--- src/hw/rtl/ldt_pkg.sv ---
// Package for the line distance transform: widths, memory entry layout,
// datapath operation codes and the controller/datapath status bundle.
// No dependencies.
package ldt_pkg;

    // Line and cost sizing.
    localparam int LINE_LENGTH = 64;
    localparam int COST_BITS   = 24;
    localparam int IDX_BITS    = $clog2(LINE_LENGTH);

    // Derived widths: the squared index, the cost plus the squared index,
    // the signed boundary numerator and denominator, and their cross products.
    localparam int SQ_BITS   = 2 * IDX_BITS;
    localparam int FQ_BITS   = COST_BITS + 1;
    localparam int NUM_BITS  = COST_BITS + 3;
    localparam int DEN_BITS  = IDX_BITS + 2;
    localparam int PROD_BITS = NUM_BITS + DEN_BITS;

    localparam logic [COST_BITS-1:0] INF_CODE = {COST_BITS{1'b1}};

    // One envelope entry: parabola position and the boundary at its left.
    typedef struct packed {
        logic [IDX_BITS-1:0]        pos;
        logic signed [NUM_BITS-1:0] num;
        logic signed [DEN_BITS-1:0] den;
    } ldt_env_t;

    // Operations the controller asks of the datapath, one per cycle.
    typedef enum logic [4:0] {
        OP_NONE,
        OP_LOAD,
        OP_RD_COST_Q,
        OP_FQ,
        OP_FIRST,
        OP_RD_ENV_K,
        OP_RD_ENV_K1,
        OP_RD_COST_V,
        OP_NUMDEN,
        OP_MUL,
        OP_POP,
        OP_PUSH,
        OP_NEXT_Q,
        OP_EMIT_INIT,
        OP_SET_INF,
        OP_ADV_K,
        OP_SUM,
        OP_OUT
    } ldt_op_t;

    // Status flags the datapath returns to the controller.
    typedef struct packed {
        logic line_end;   // the incoming sample closes the line
        logic cost_inf;   // the cost just read is the infinite code
        logic any;        // the envelope holds at least one parabola
        logic pop;        // the top parabola is hidden by the new one
        logic k_lt_top;   // envelope index is below the top
        logic bnd_below;  // the next boundary lies strictly left of q
        logic q_last;     // q is the last position of the line
        logic out_free;   // the output register can take a transaction
    } ldt_status_t;

endpackage

--- src/hw/rtl/ldt_ctrl.sv ---
// Controller of the line distance transform: one-hot state machine that
// sequences loading, envelope build and emission.
// Depends on ldt_pkg; issues operation codes to ldt_datapath.
module ldt_ctrl (
    input  logic                 aclk,
    input  logic                 aresetn,
    input  logic                 s_valid,
    output logic                 s_ready,
    input  ldt_pkg::ldt_status_t status,
    output ldt_pkg::ldt_op_t     op
);
    import ldt_pkg::*;

    typedef enum logic [14:0] {
        ST_IDLE   = 15'b000000000000001,
        ST_BRDQ   = 15'b000000000000010,
        ST_BFQ    = 15'b000000000000100,
        ST_BFIRST = 15'b000000000001000,
        ST_BRDK   = 15'b000000000010000,
        ST_BRDV   = 15'b000000000100000,
        ST_BNUM   = 15'b000000001000000,
        ST_BMUL   = 15'b000000010000000,
        ST_BDEC   = 15'b000000100000000,
        ST_BNEXT  = 15'b000001000000000,
        ST_EHEAD  = 15'b000010000000000,
        ST_ETST   = 15'b000100000000000,
        ST_EV     = 15'b001000000000000,
        ST_ESUM   = 15'b010000000000000,
        ST_EOUT   = 15'b100000000000000
    } ldt_state_t;

    ldt_state_t state_reg, state_next;

    assign s_ready = (state_reg == ST_IDLE);

    // Next state and datapath operation.
    always_comb begin
        state_next = state_reg;
        op         = OP_NONE;
        case (state_reg)
            ST_IDLE: begin
                if (s_valid) begin
                    op = OP_LOAD;
                    if (status.line_end) begin
                        state_next = ST_BRDQ;
                    end
                end
            end
            // Envelope build: read the sample at q.
            ST_BRDQ: begin
                op         = OP_RD_COST_Q;
                state_next = ST_BFQ;
            end
            ST_BFQ: begin
                op = OP_FQ;
                if (status.cost_inf) begin
                    state_next = ST_BNEXT;
                end else if (!status.any) begin
                    state_next = ST_BFIRST;
                end else begin
                    state_next = ST_BRDK;
                end
            end
            ST_BFIRST: begin
                op         = OP_FIRST;
                state_next = ST_BNEXT;
            end
            // Compare the new parabola against the envelope entry k.
            ST_BRDK: begin
                op         = OP_RD_ENV_K;
                state_next = ST_BRDV;
            end
            ST_BRDV: begin
                op         = OP_RD_COST_V;
                state_next = ST_BNUM;
            end
            ST_BNUM: begin
                op         = OP_NUMDEN;
                state_next = ST_BMUL;
            end
            ST_BMUL: begin
                op         = OP_MUL;
                state_next = ST_BDEC;
            end
            ST_BDEC: begin
                if (status.pop) begin
                    op         = OP_POP;
                    state_next = ST_BRDK;
                end else begin
                    op         = OP_PUSH;
                    state_next = ST_BNEXT;
                end
            end
            ST_BNEXT: begin
                if (status.q_last) begin
                    op         = OP_EMIT_INIT;
                    state_next = ST_EHEAD;
                end else begin
                    op         = OP_NEXT_Q;
                    state_next = ST_BRDQ;
                end
            end
            // Emission: advance k past boundaries left of q, then evaluate; an empty envelope gives the infinite code.
            ST_EHEAD: begin
                if (!status.any) begin
                    op         = OP_SET_INF;
                    state_next = ST_EOUT;
                end else if (status.k_lt_top) begin
                    op         = OP_RD_ENV_K1;
                    state_next = ST_ETST;
                end else begin
                    op         = OP_RD_ENV_K;
                    state_next = ST_EV;
                end
            end
            ST_ETST: begin
                if (status.bnd_below) begin
                    op         = OP_ADV_K;
                    state_next = ST_EHEAD;
                end else begin
                    op         = OP_RD_ENV_K;
                    state_next = ST_EV;
                end
            end
            ST_EV: begin
                op         = OP_RD_COST_V;
                state_next = ST_ESUM;
            end
            ST_ESUM: begin
                op         = OP_SUM;
                state_next = ST_EOUT;
            end
            ST_EOUT: begin
                if (status.out_free) begin
                    op = OP_OUT;
                    if (status.q_last) begin
                        state_next = ST_IDLE;
                    end else begin
                        state_next = ST_EHEAD;
                    end
                end
            end
            default: begin
                state_next = ST_IDLE;
            end
        endcase
    end

    always_ff @(posedge aclk) begin
        if (!aresetn) begin
            state_reg <= ST_IDLE;
        end else begin
            state_reg <= state_next;
        end
    end

endmodule
--- config.mk ---
export PLATFORM = sky130hd
export DESIGN_NAME = ldt_ctrl
export DESIGN_NICKNAME = d
export VERILOG_FILES = /design/src/hw/rtl/ldt_pkg.sv /design/src/hw/rtl/ldt_ctrl.sv
export SDC_FILE = /design/constraint.sdc
export NUM_CORES = 1
export LEC_CHECK = 0
export BUFFER_PORTS_ARGS = -buffer_cell sky130_fd_sc_hd__clkbuf_2
export CAP_MARGIN = 10
export CELL_PAD_IN_SITES_DETAIL_PLACEMENT = 1
export CELL_PAD_IN_SITES_GLOBAL_PLACEMENT = 1
export CORE_MARGIN = 3
export CORE_UTILIZATION = 36
export DETAILED_ROUTE_END_ITERATION = 6
export HOLD_SLACK_MARGIN = 0.06
export PLACE_DENSITY_LB_ADDON = 0.3
export REMOVE_ABC_BUFFERS = 1
export SYNTH_ARGS = -nofsm -noshare
export SYNTH_HDL_FRONTEND = slang
export SYNTH_SLANG_ARGS = --single-unit
export TNS_END_PERCENT = 20
--- constraint.sdc ---
create_clock -name aclk -period 1.8 [get_ports aclk]
set_input_delay 0.09 -clock aclk [delete_from_list [all_inputs] [get_ports aclk]]
set_output_delay 0.09 -clock aclk [all_outputs]
set_load 0.005 [all_outputs]
==> results of run 1 <==
-- final timing paths --
check	endpoint	slack [ns]	from
max	op[1]	-0.48	state_reg[4]
min	state_reg[9]	0.08	status[4]
max reg2reg	state_reg[0]	-0.30	state_reg[12]
min reg2reg	state_reg[6]	0.59	state_reg[4]
-- kinds of logic after synthesis --
| family | count (synthesis) |
|---|---|
| xor gates and xnor gates | 5 |
| and+or+nand+nor | 91 |
| muxes | 1 |
| AOI/OAI and AO/OA | 18 |
| buffers and inverters | 12 |
| DFF | 15 |
-- routing by layer --
layer	GRT usage, %	vias up	wire length, µm
li1	-	631	-
met4	16.8	0	298
met5	0	-	0
met3	4.97	27	321
met1	31.4	690	2080
met2	46.3	68	2520
-- cell type report --
cell class / instances / area [µm²]
timing repair buffer: 59 / 407
fill: 335 / 1120
multi-input combinational: 115 / 866
sequential: 15 / 312
tap: 31 / 38.8
clock buffer: 4 / 26.3
inverter: 4 / 15.0
-- worst max-delay path, cell delays in order (launching register included) --
cell and delay, ns:
dfxtp_2 0.35, or4_4 0.58, nor4b_4 0.28, buf_4 0.20
nand3_4 0.07, o21bai_1 0.17, nand4b_1 0.11, buf_2 0.14
-- placed cells by master, fill, tap and decap left out, types with 3 or more instances in the layout --
cell type and n:
dfxtp_1 8, nand4_1 6, nand3_1 7, xor2_1 3
clkbuf_2 14, nor3_1 5, inv_1 4, buf_4 42
o21ai_0 3, or4_4 4, nor3_2 3, nand2_1 8
nor2b_1 3, nor2_1 21, clkbuf_4 3, nand2b_1 3
a21oi_1 6, nor4_4 3, and3_1 3, dfxtp_2 6
-- metrics by stage --
stage	area, µm²	util, %
detailed placement	1380	49.4
finish	1660	59.8
global placement	1380	49.4
global route	1660	59.8
floorplan	1020	-
CTS	1480	53.4
-- what timing repair did --
item                                    in CTS  in global routing
buffers inserted                             3                  8
gates resized for setup                     16                 25
endpoints found under the setup margin      14                 15
pin swaps                                    7                  9
-- report_power, final --
| group | switching [µW] | internal [µW] |
|---|---|---|
| Combinational | 188 | 194 |
| Clock | 120 | 86.2 |
| Sequential | 21.1 | 343 |
| Total | 329 | 623 |
==> results.sh, run 1 <==
export IMPL_path_clk_slew_ns=0.10
export IMPL_antennaDiodeCount=0
export IMPL_yosys_top_cells_count="nor2_1 (22), dfxtp_1 (15), nand2_1 (8), nand3_1 (8), nor3_1 (8)"
export IMPL_drc_errors=0
export IMPL_num_rows=19
export IMPL_leakage_uw=0.000731
export IMPL_drt_pass1_iter_count=5
export IMPL_dp_worst_setup_slack_ns=-0.154
export IMPL_reg2reg_depth=9
export IMPL_die_h_um=60.2
export IMPL_grt_usage_pct=27.3
export IMPL_avgSynthCellArea_um2=7.45
export IMPL_power_density_mw_per_mm2=572
export IMPL_synth_top_family_by_area="simple AND/OR/NAND/NOR gates"
export IMPL_finalHoldViolCount=0
export IMPL_synth_compound_area_share_pct=10.2
export IMPL_vias_per_cell=6.21
export IMPL_routed_wl_um=5220
export IMPL_synth_area_top_cells="dfxtp_1 (28%), nor2_1 (7.8%), nand3_1 (3.8%)"
export IMPL_die_x_um=60.2
export IMPL_drt_initial_drc_count=51
export IMPL_synth_area_mux_share_pct=0.947
export IMPL_hp_class="in -> reg"
export IMPL_cts_sinks=15
export IMPL_synth_xor_area_share_pct=4.14
export IMPL_grt_antenna_before_repair=0
export IMPL_synthAdderAreaFrac_pct=0
export IMPL_num_io_pins=17
export IMPL_finalPower_uw=953
export IMPL_grt_pass1_vias=1458
export IMPL_core_area_mm2=0.00278
export IMPL_maxSlewHeadroom_pct=72.5
export IMPL_fin_nets=209
export IMPL_syn_area_mm2=0.00106
export IMPL_syn_inst=142
export IMPL_final_cells=228
export IMPL_holdPathStages=3
export IMPL_clockBufferDepth=2
export IMPL_rsz0062_at_grt="yes"
export IMPL_initial_utilization_pct=38.0
export IMPL_end_kind="primary output"
export IMPL_worst_pin_slew_ns=0.412
export IMPL_layout_setup_ws_ns=-0.483
export IMPL_globalplace_congestion=1.01
export IMPL_grt_start_max_net_pins=10
export IMPL_die_area_mm2=0.00362
export IMPL_synth_edf_count=0
export IMPL_yosysMostFrequentCell="nor2_1"
export IMPL_synth_top_area_cell="dfxtp_1"
export IMPL_status="finished, violations left"
export IMPL_dp_cells=213
export IMPL_grt_pass1_wl_um=7170
export IMPL_cp_arrival_ns=2.19
export IMPL_yosysWarnings=0
export IMPL_yosysUniqueCellTypes=43
export IMPL_cp_max_fo=4
export IMPL_portBuffers=16
export IMPL_fin_crit_sh_pct=127
export IMPL_synthSimpleGateAreaFrac_pct=51.0
export IMPL_hold_buffers=0
export IMPL_critPathKind="reg -> out"
export IMPL_ys_seq_area_share_pct=28.4
export IMPL_slew_viol_final=0
export IMPL_cts_buffers=3
export IMPL_setup_viol=14
export IMPL_vias=1416
export IMPL_ir_worst_vdd_uv=467
export IMPL_wire_per_inst_um=22.9
export IMPL_ant_nets=0
export IMPL_area_delta_synth_final_pct=57.4
export IMPL_grt_overflow=0
export IMPL_holdWs_ns=0.0830
export IMPL_largest_register_ffs=15
export IMPL_drive_above_1_share_pct=49.2
export IMPL_violations="negative setup slack"
export IMPL_clock_latency_ns=0.29
export IMPL_yosys_register_bits=15
export IMPL_dp_hpwl_um=3280
export IMPL_cp_start_kind="register"
export IMPL_cap_violations=0
export IMPL_htree_levels=1
export IMPL_fmax_mhz=438
export IMPL_min_period_ns=2.28
export IMPL_synth_top_area_share_pct=28.4
export IMPL_dominantRegCellSynth="dfxtp_1"
export IMPL_root_buffer="clkbuf_4"
export IMPL_postSynth_asyncResetShare_pct=0
export IMPL_required_ns=1.71
export IMPL_cts_tree="done"
export IMPL_skew_ns=0.00410
export IMPL_setup_tns_ns=-2.88
(Power assumes the default switching activity.)
==> run 2, diff against run 1 <==
==> constraint.sdc (replaced) <==
create_clock -name aclk -period 1.8 [get_ports aclk]
set_input_delay 0 -clock aclk [delete_from_list [all_inputs] [get_ports aclk]]
set_output_delay 0 -clock aclk [all_outputs]
set_load 0.005 [all_outputs]
==> run 2 against run 1 <==
Against the previous run:
- the flow still finishes with violations (negative setup slack)
- global-route usage up 2.8 points
- die area unchanged
- flip-flop and latch count unchanged
- routed wire length up 0.36%
- power down 2.8%
- hold slack better by 0.0076 ns
- sequential share of layout area down 0.16 points
- sequential power about the same
- maximum frequency up 8.4%
- combinational power down 12%
- largest cell class unchanged
==> results.sh, run 2 (synthesis results as in run 1) <==
export IMPL_drt_initial_drc_count=84
export IMPL_dp_hpwl_um=3090
export IMPL_final_cell_mix="buf_4 (32), nor2_1 (21), clkbuf_2 (16)"
export IMPL_num_io_pins=17
export IMPL_grt_usage_pct=30.1
export IMPL_mostFrequentLayoutCell="buf_4"
export IMPL_largest_register_ffs=15
export IMPL_required_ns=1.80
export IMPL_holdWs_ns=0.0906
export IMPL_cts_tree="done"
export IMPL_clock_latency_ns=0.31
export IMPL_cp_start_kind="register"
export IMPL_grt_start_max_net_pins=10
export IMPL_leakage_uw=0.000718
export IMPL_grt_pass1_vias=1490
export IMPL_n_fill_cell=329
export IMPL_reg2reg_depth=6
export IMPL_core_area_mm2=0.00278
export IMPL_setup_tns_ns=-1.43
export IMPL_vias_per_cell=6.32
export IMPL_critPathMaxStageDelay_ns=0.58
export IMPL_slew_viol_final=0
export IMPL_ant_nets=0
export IMPL_dp_cells=208
export IMPL_holdPathStages=3
export IMPL_rrSetupSlack_ns=-0.13
export IMPL_cts_sinks=15
export IMPL_rsz0062_at_grt="yes"
export IMPL_final_util_pct=59.9
export IMPL_crit_chain="or4_4 > or4_4 > nor2_4 > a21oi_1 > nand4b_1 > clkbuf_2"
export IMPL_skew_ns=0.0114
export IMPL_grt_busiest_layer="met2"
export IMPL_fin_crit_sh_pct=117
export IMPL_num_rows=19
export IMPL_cp_max_fo=5
export IMPL_met2_usage_pct=54.5
export IMPL_path_clk_slew_ns=0.11
export IMPL_r2r_start="state_reg[5]"
export IMPL_die_h_um=60.2
export IMPL_dp_worst_setup_slack_ns=-0.0936
export IMPL_vias=1441
export IMPL_critPathKind="reg -> out"
export IMPL_min_period_ns=2.11
export IMPL_wire_per_inst_um=23.0
export IMPL_cap_violations=0
export IMPL_min_to="state_reg[3]"
export IMPL_end_kind="primary output"
export IMPL_hold_path_startpoint="status[6]"
export IMPL_hp_class="in -> reg"
export IMPL_worst_pin_slew_ns=0.362
export IMPL_layout_setup_ws_ns=-0.306
export IMPL_final_cells=228
export IMPL_finalHoldViolCount=0
export IMPL_htree_levels=1
export IMPL_die_area_mm2=0.00362
export IMPL_drc_errors=0
export IMPL_multiInputGateArea_um2=842
export IMPL_grtUsageMet3_pct=3.24
export IMPL_status="finished, violations left"
export IMPL_die_x_um=60.2
export IMPL_drt_pass1_iter_count=4
export IMPL_ir_worst_vdd_uv=514
export IMPL_cts_buffers=3
export IMPL_globalplace_congestion=0.931
export IMPL_root_buffer="clkbuf_4"
export IMPL_grt_overflow=0
export IMPL_slowest_stage="or4_4"
export IMPL_routed_wl_um=5240
export IMPL_initial_utilization_pct=38.0
export IMPL_fin_nets=209
export IMPL_register_area_um2=309
export IMPL_clockBufferDepth=2
export IMPL_drive_above_1_share_pct=43.7
export IMPL_cp_arrival_ns=2.11
export IMPL_timing_rr_end="state_reg[0]"
export IMPL_violations="negative setup slack"
export IMPL_portBuffers=16
export IMPL_fmax_mhz=475
export IMPL_power_density_mw_per_mm2=556
export IMPL_maxSlewHeadroom_pct=75.7
export IMPL_area_delta_synth_final_pct=57.5
export IMPL_setup_viol=10
export IMPL_antennaDiodeCount=0
export IMPL_path_common_cell="or4_4"
export IMPL_grt_pass1_wl_um=7890
export IMPL_grt_antenna_before_repair=0
export IMPL_grtUsageMet1_pct=37.5
run 2: cell types whose count changed in the layout (fill, tap and decap cells not counted), sizes merged:
cell,before,now
dlygate4sd3,0,8
clkbuf,18,20
buf,45,35
run 2: worst max-delay path by stage:
| stage | start | end | slack, ns | depth (start not counted) |
|---|---|---|---|---|
| finish | state_reg[5] | op[1] | -0.31 | 6 |
| global route | state_reg[5] | op[1] | -0.37 | 6 |
| CTS | state_reg[5] | op[1] | -0.28 | 6 |
| detailed placement | state_reg[0] | state_reg[0] | -0.09 | 6 |
| global placement | state_reg[0] | state_reg[0] | -0.06 | 6 |
| floorplan | state_reg[4] | state_reg[2] | 0.02 | 5 |
run 2: power by group:
| part | switching (µW) | leakage, µW | internal [µW] |
|---|---|---|---|
| Sequential | 21.0 | 0.000124 | 345 |
| Combinational | 163 | 0.000580 | 175 |
| Clock | 135 | 0.0000150 | 86.6 |
| Total | 320 | 0.000718 | 606 |
run 2: critical path: cells and delay by family (launching register included):
kind / cells / cell delay (ns)
simple gates: 4 / 1.28
flops: 1 / 0.34
buf+inv: 1 / 0.12
compound gates: 1 / 0.06
run 2: routing by layer:
metal	up-vias	routed length, µm
li1	635	-
met2	82	2590
met1	702	2110
met4	0	202
met5	-	0
met3	22	335
run 2: area by class of cell:
cell class	count	area share (%)
multi-input combinational	115	50.6
timing repair buffer	59	26.1
sequential	15	18.6
tap	31	2.33
clock buffer	4	1.58
inverter	4	0.902
run 2: timing repair:
| item | 4_1_cts | 5_1_grt |
|---|---|---|
| hold buffers | 8 | 0 |
| pin swaps | 8 | 5 |
| buffers inserted | 6 | 2 |
| gates resized for setup | 26 | 13 |
| endpoints found under the setup margin | 17 | 17 |
| endpoints found under the hold margin | 10 | 0 |
run 2: through the flow:
stage | area (µm²) | total power [µW]
CTS | 1590 | 882
finish | 1670 | 926
global placement | 1340 | 622
detailed placement | 1340 | 631
floorplan | 1020 | 489
global route | 1670 | 967
==> run 3, diff against run 2 <==
--- a/config.mk
+++ b/config.mk
@@ -14,7 +14,6 @@
 export DETAILED_ROUTE_END_ITERATION = 6
 export HOLD_SLACK_MARGIN = 0.06
 export PLACE_DENSITY_LB_ADDON = 0.3
-export REMOVE_ABC_BUFFERS = 1
 export SYNTH_ARGS = -nofsm -noshare
 export SYNTH_HDL_FRONTEND = slang
 export SYNTH_SLANG_ARGS = --single-unit
==> run 3 against run 2 <==
Against the previous run:
- the run still ends with negative setup slack left
- worst setup slack worse by 0.050 ns
- die area stayed put
- sequential power is 2% lower
- maximum frequency is 2.3% lower
==> results.sh, run 3 (synthesis results as in run 1) <==
export IMPL_grt_pass1_wl_um=6620
export IMPL_rsz0062_at_grt="yes"
export IMPL_end_kind="primary output"
export IMPL_mostFrequentLayoutCell="buf_4"
export IMPL_clock_latency_ns=0.31
export IMPL_root_buffer="clkbuf_4"
export IMPL_cts_sinks=15
export IMPL_routed_wl_um=4160
export IMPL_vias_per_cell=6.01
export IMPL_placed_area_mm2=0.00137
export IMPL_n_fill_cell=350
export IMPL_core_area_mm2=0.00278
export IMPL_cp_start_kind="register"
export IMPL_wire_per_inst_um=18.7
export IMPL_die_area_mm2=0.00362
export IMPL_grt_usage_pct=24.9
export IMPL_grt_pass1_vias=1402
export IMPL_num_rows=19
export IMPL_fmax_mhz=464
export IMPL_grt_start_max_net_pins=10
export IMPL_reg2reg_depth=8
export IMPL_die_h_um=60.2
export IMPL_cap_violations=0
export IMPL_fin_nets=204
export IMPL_timing_rr_end="state_reg[0]"
export IMPL_drive_above_1_share_pct=35.4
export IMPL_drt_pass1_iter_count=4
export IMPL_dp_hpwl_um=3080
export IMPL_synth_net_count=153
export IMPL_path_clk_slew_ns=0.11
export IMPL_hold_path_startpoint="status[6]"
export IMPL_dp_worst_setup_slack_ns=-0.108
export IMPL_grt_overflow=0
export IMPL_antennaDiodeCount=0
export IMPL_largest_register_ffs=15
export IMPL_num_io_pins=17
export IMPL_layout_setup_ws_ns=-0.356
export IMPL_portBuffers=16
export IMPL_finalHoldViolCount=0
export IMPL_fin_crit_sh_pct=120
export IMPL_skew_ns=0.00746
export IMPL_area_delta_synth_final_pct=44.3
export IMPL_die_x_um=60.2
export IMPL_violations="negative setup slack"
export IMPL_rrSetupSlack_ns=-0.11
export IMPL_ant_nets=0
export IMPL_initial_utilization_pct=38.0
export IMPL_min_period_ns=2.16
export IMPL_clockBufferDepth=2
export IMPL_cts_buffers=3
export IMPL_vias=1340
export IMPL_status="finished, violations left"
export IMPL_drt_initial_drc_count=28
export IMPL_post_cts_buffers=0
export IMPL_power_density_mw_per_mm2=581
export IMPL_maxSlewHeadroom_pct=79.3
export IMPL_worst_pin_slew_ns=0.306
export IMPL_drc_errors=0
export IMPL_min_to="state_reg[3]"
export IMPL_final_cell_mix="buf_4 (30), nor2_1 (21), clkbuf_2 (16), dfxtp_1 (12)"
export IMPL_cp_max_fo=6
export IMPL_slew_viol_final=0
export IMPL_leakage_uw=0.000678
export IMPL_grt_antenna_before_repair=0
export IMPL_r2r_start="state_reg[2]"
export IMPL_setup_viol=10
export IMPL_cts_tree="done"
export IMPL_globalplace_congestion=0.851
export IMPL_finalPower_uw=886
export IMPL_holdPathStages=3
export IMPL_ir_worst_vdd_uv=447
export IMPL_postLayoutCellArea_mm2=0.00153
export IMPL_required_ns=1.80
export IMPL_htree_levels=1
export IMPL_cp_arrival_ns=2.16
export IMPL_critPathKind="reg -> out"
export IMPL_hp_class="in -> reg"
## run 3: critical path, cell delays in order, from the launching register on
cell	delay [ns]
dfxtp_4	0.38
or4_4	0.59
or4_4	0.47
nor2_4	0.14
a21oi_2	0.05
nand4b_1	0.10
clkbuf_2	0.11
## run 3: area by class of cell
type                    instances  area [µm²]  share of cell area (%)
clock buffers                   3        22.5                    1.48
clock inverters                 1        5.00                   0.328
inverters                       4        15.0                   0.984
multi-input cells             115         752                    49.3
flip-flops and latches         15         307                    20.1
well taps                      31        38.8                    2.54
repair buffers                 54         385                    25.3
## run 3: power breakdown
group	total [µW]	internal, µW	switching, µW
Clock	223	83.1	140
Combinational	305	157	148
Sequential	358	341	17.2
## run 3: through the flow
stage | hold slack, ns | TNS, ns | util [%] | std cells
detailed placement | 0.266 | -0.220 | 49.1 | 211
floorplan | 0.122 | 0 | - | 142
CTS | 0.0697 | -1.10 | 53.8 | 223
global route | 0.0947 | -2.38 | 54.8 | 223
finish | 0.0944 | -1.46 | 54.8 | 223
global placement | 0.265 | -0.0234 | 49.1 | 211
## run 3: worst max path at each step
stage / start / endpoint / slack [ns] / cells after the start
after global routing: state_reg[6] / op[1] / -0.41 / 6
after global placement: state_reg[4] / state_reg[12] / -0.01 / 5
after detailed placement: state_reg[4] / state_reg[0] / -0.11 / 5
after CTS: state_reg[5] / op[1] / -0.30 / 6
final: state_reg[6] / op[1] / -0.36 / 6
after floorplan: state_reg[8] / state_reg[2] / 0.02 / 6
## run 3: repair_timing
item	CTS	global route
resized for setup	9	6
hold endpoints to repair	8	0
pin swaps	1	4
cloned	0	0
setup endpoints to repair	8	15
hold buffers	8	0
## run 3: metal layers
metal  up-vias  part of all wire [%]  GRT usage [%]
met2        44                    51           46.0
met1       662                    43           27.4
li1        620                     -              -
met3        14                   4.0           4.75
met4         0                   2.5           10.1
met5         -                     0              0
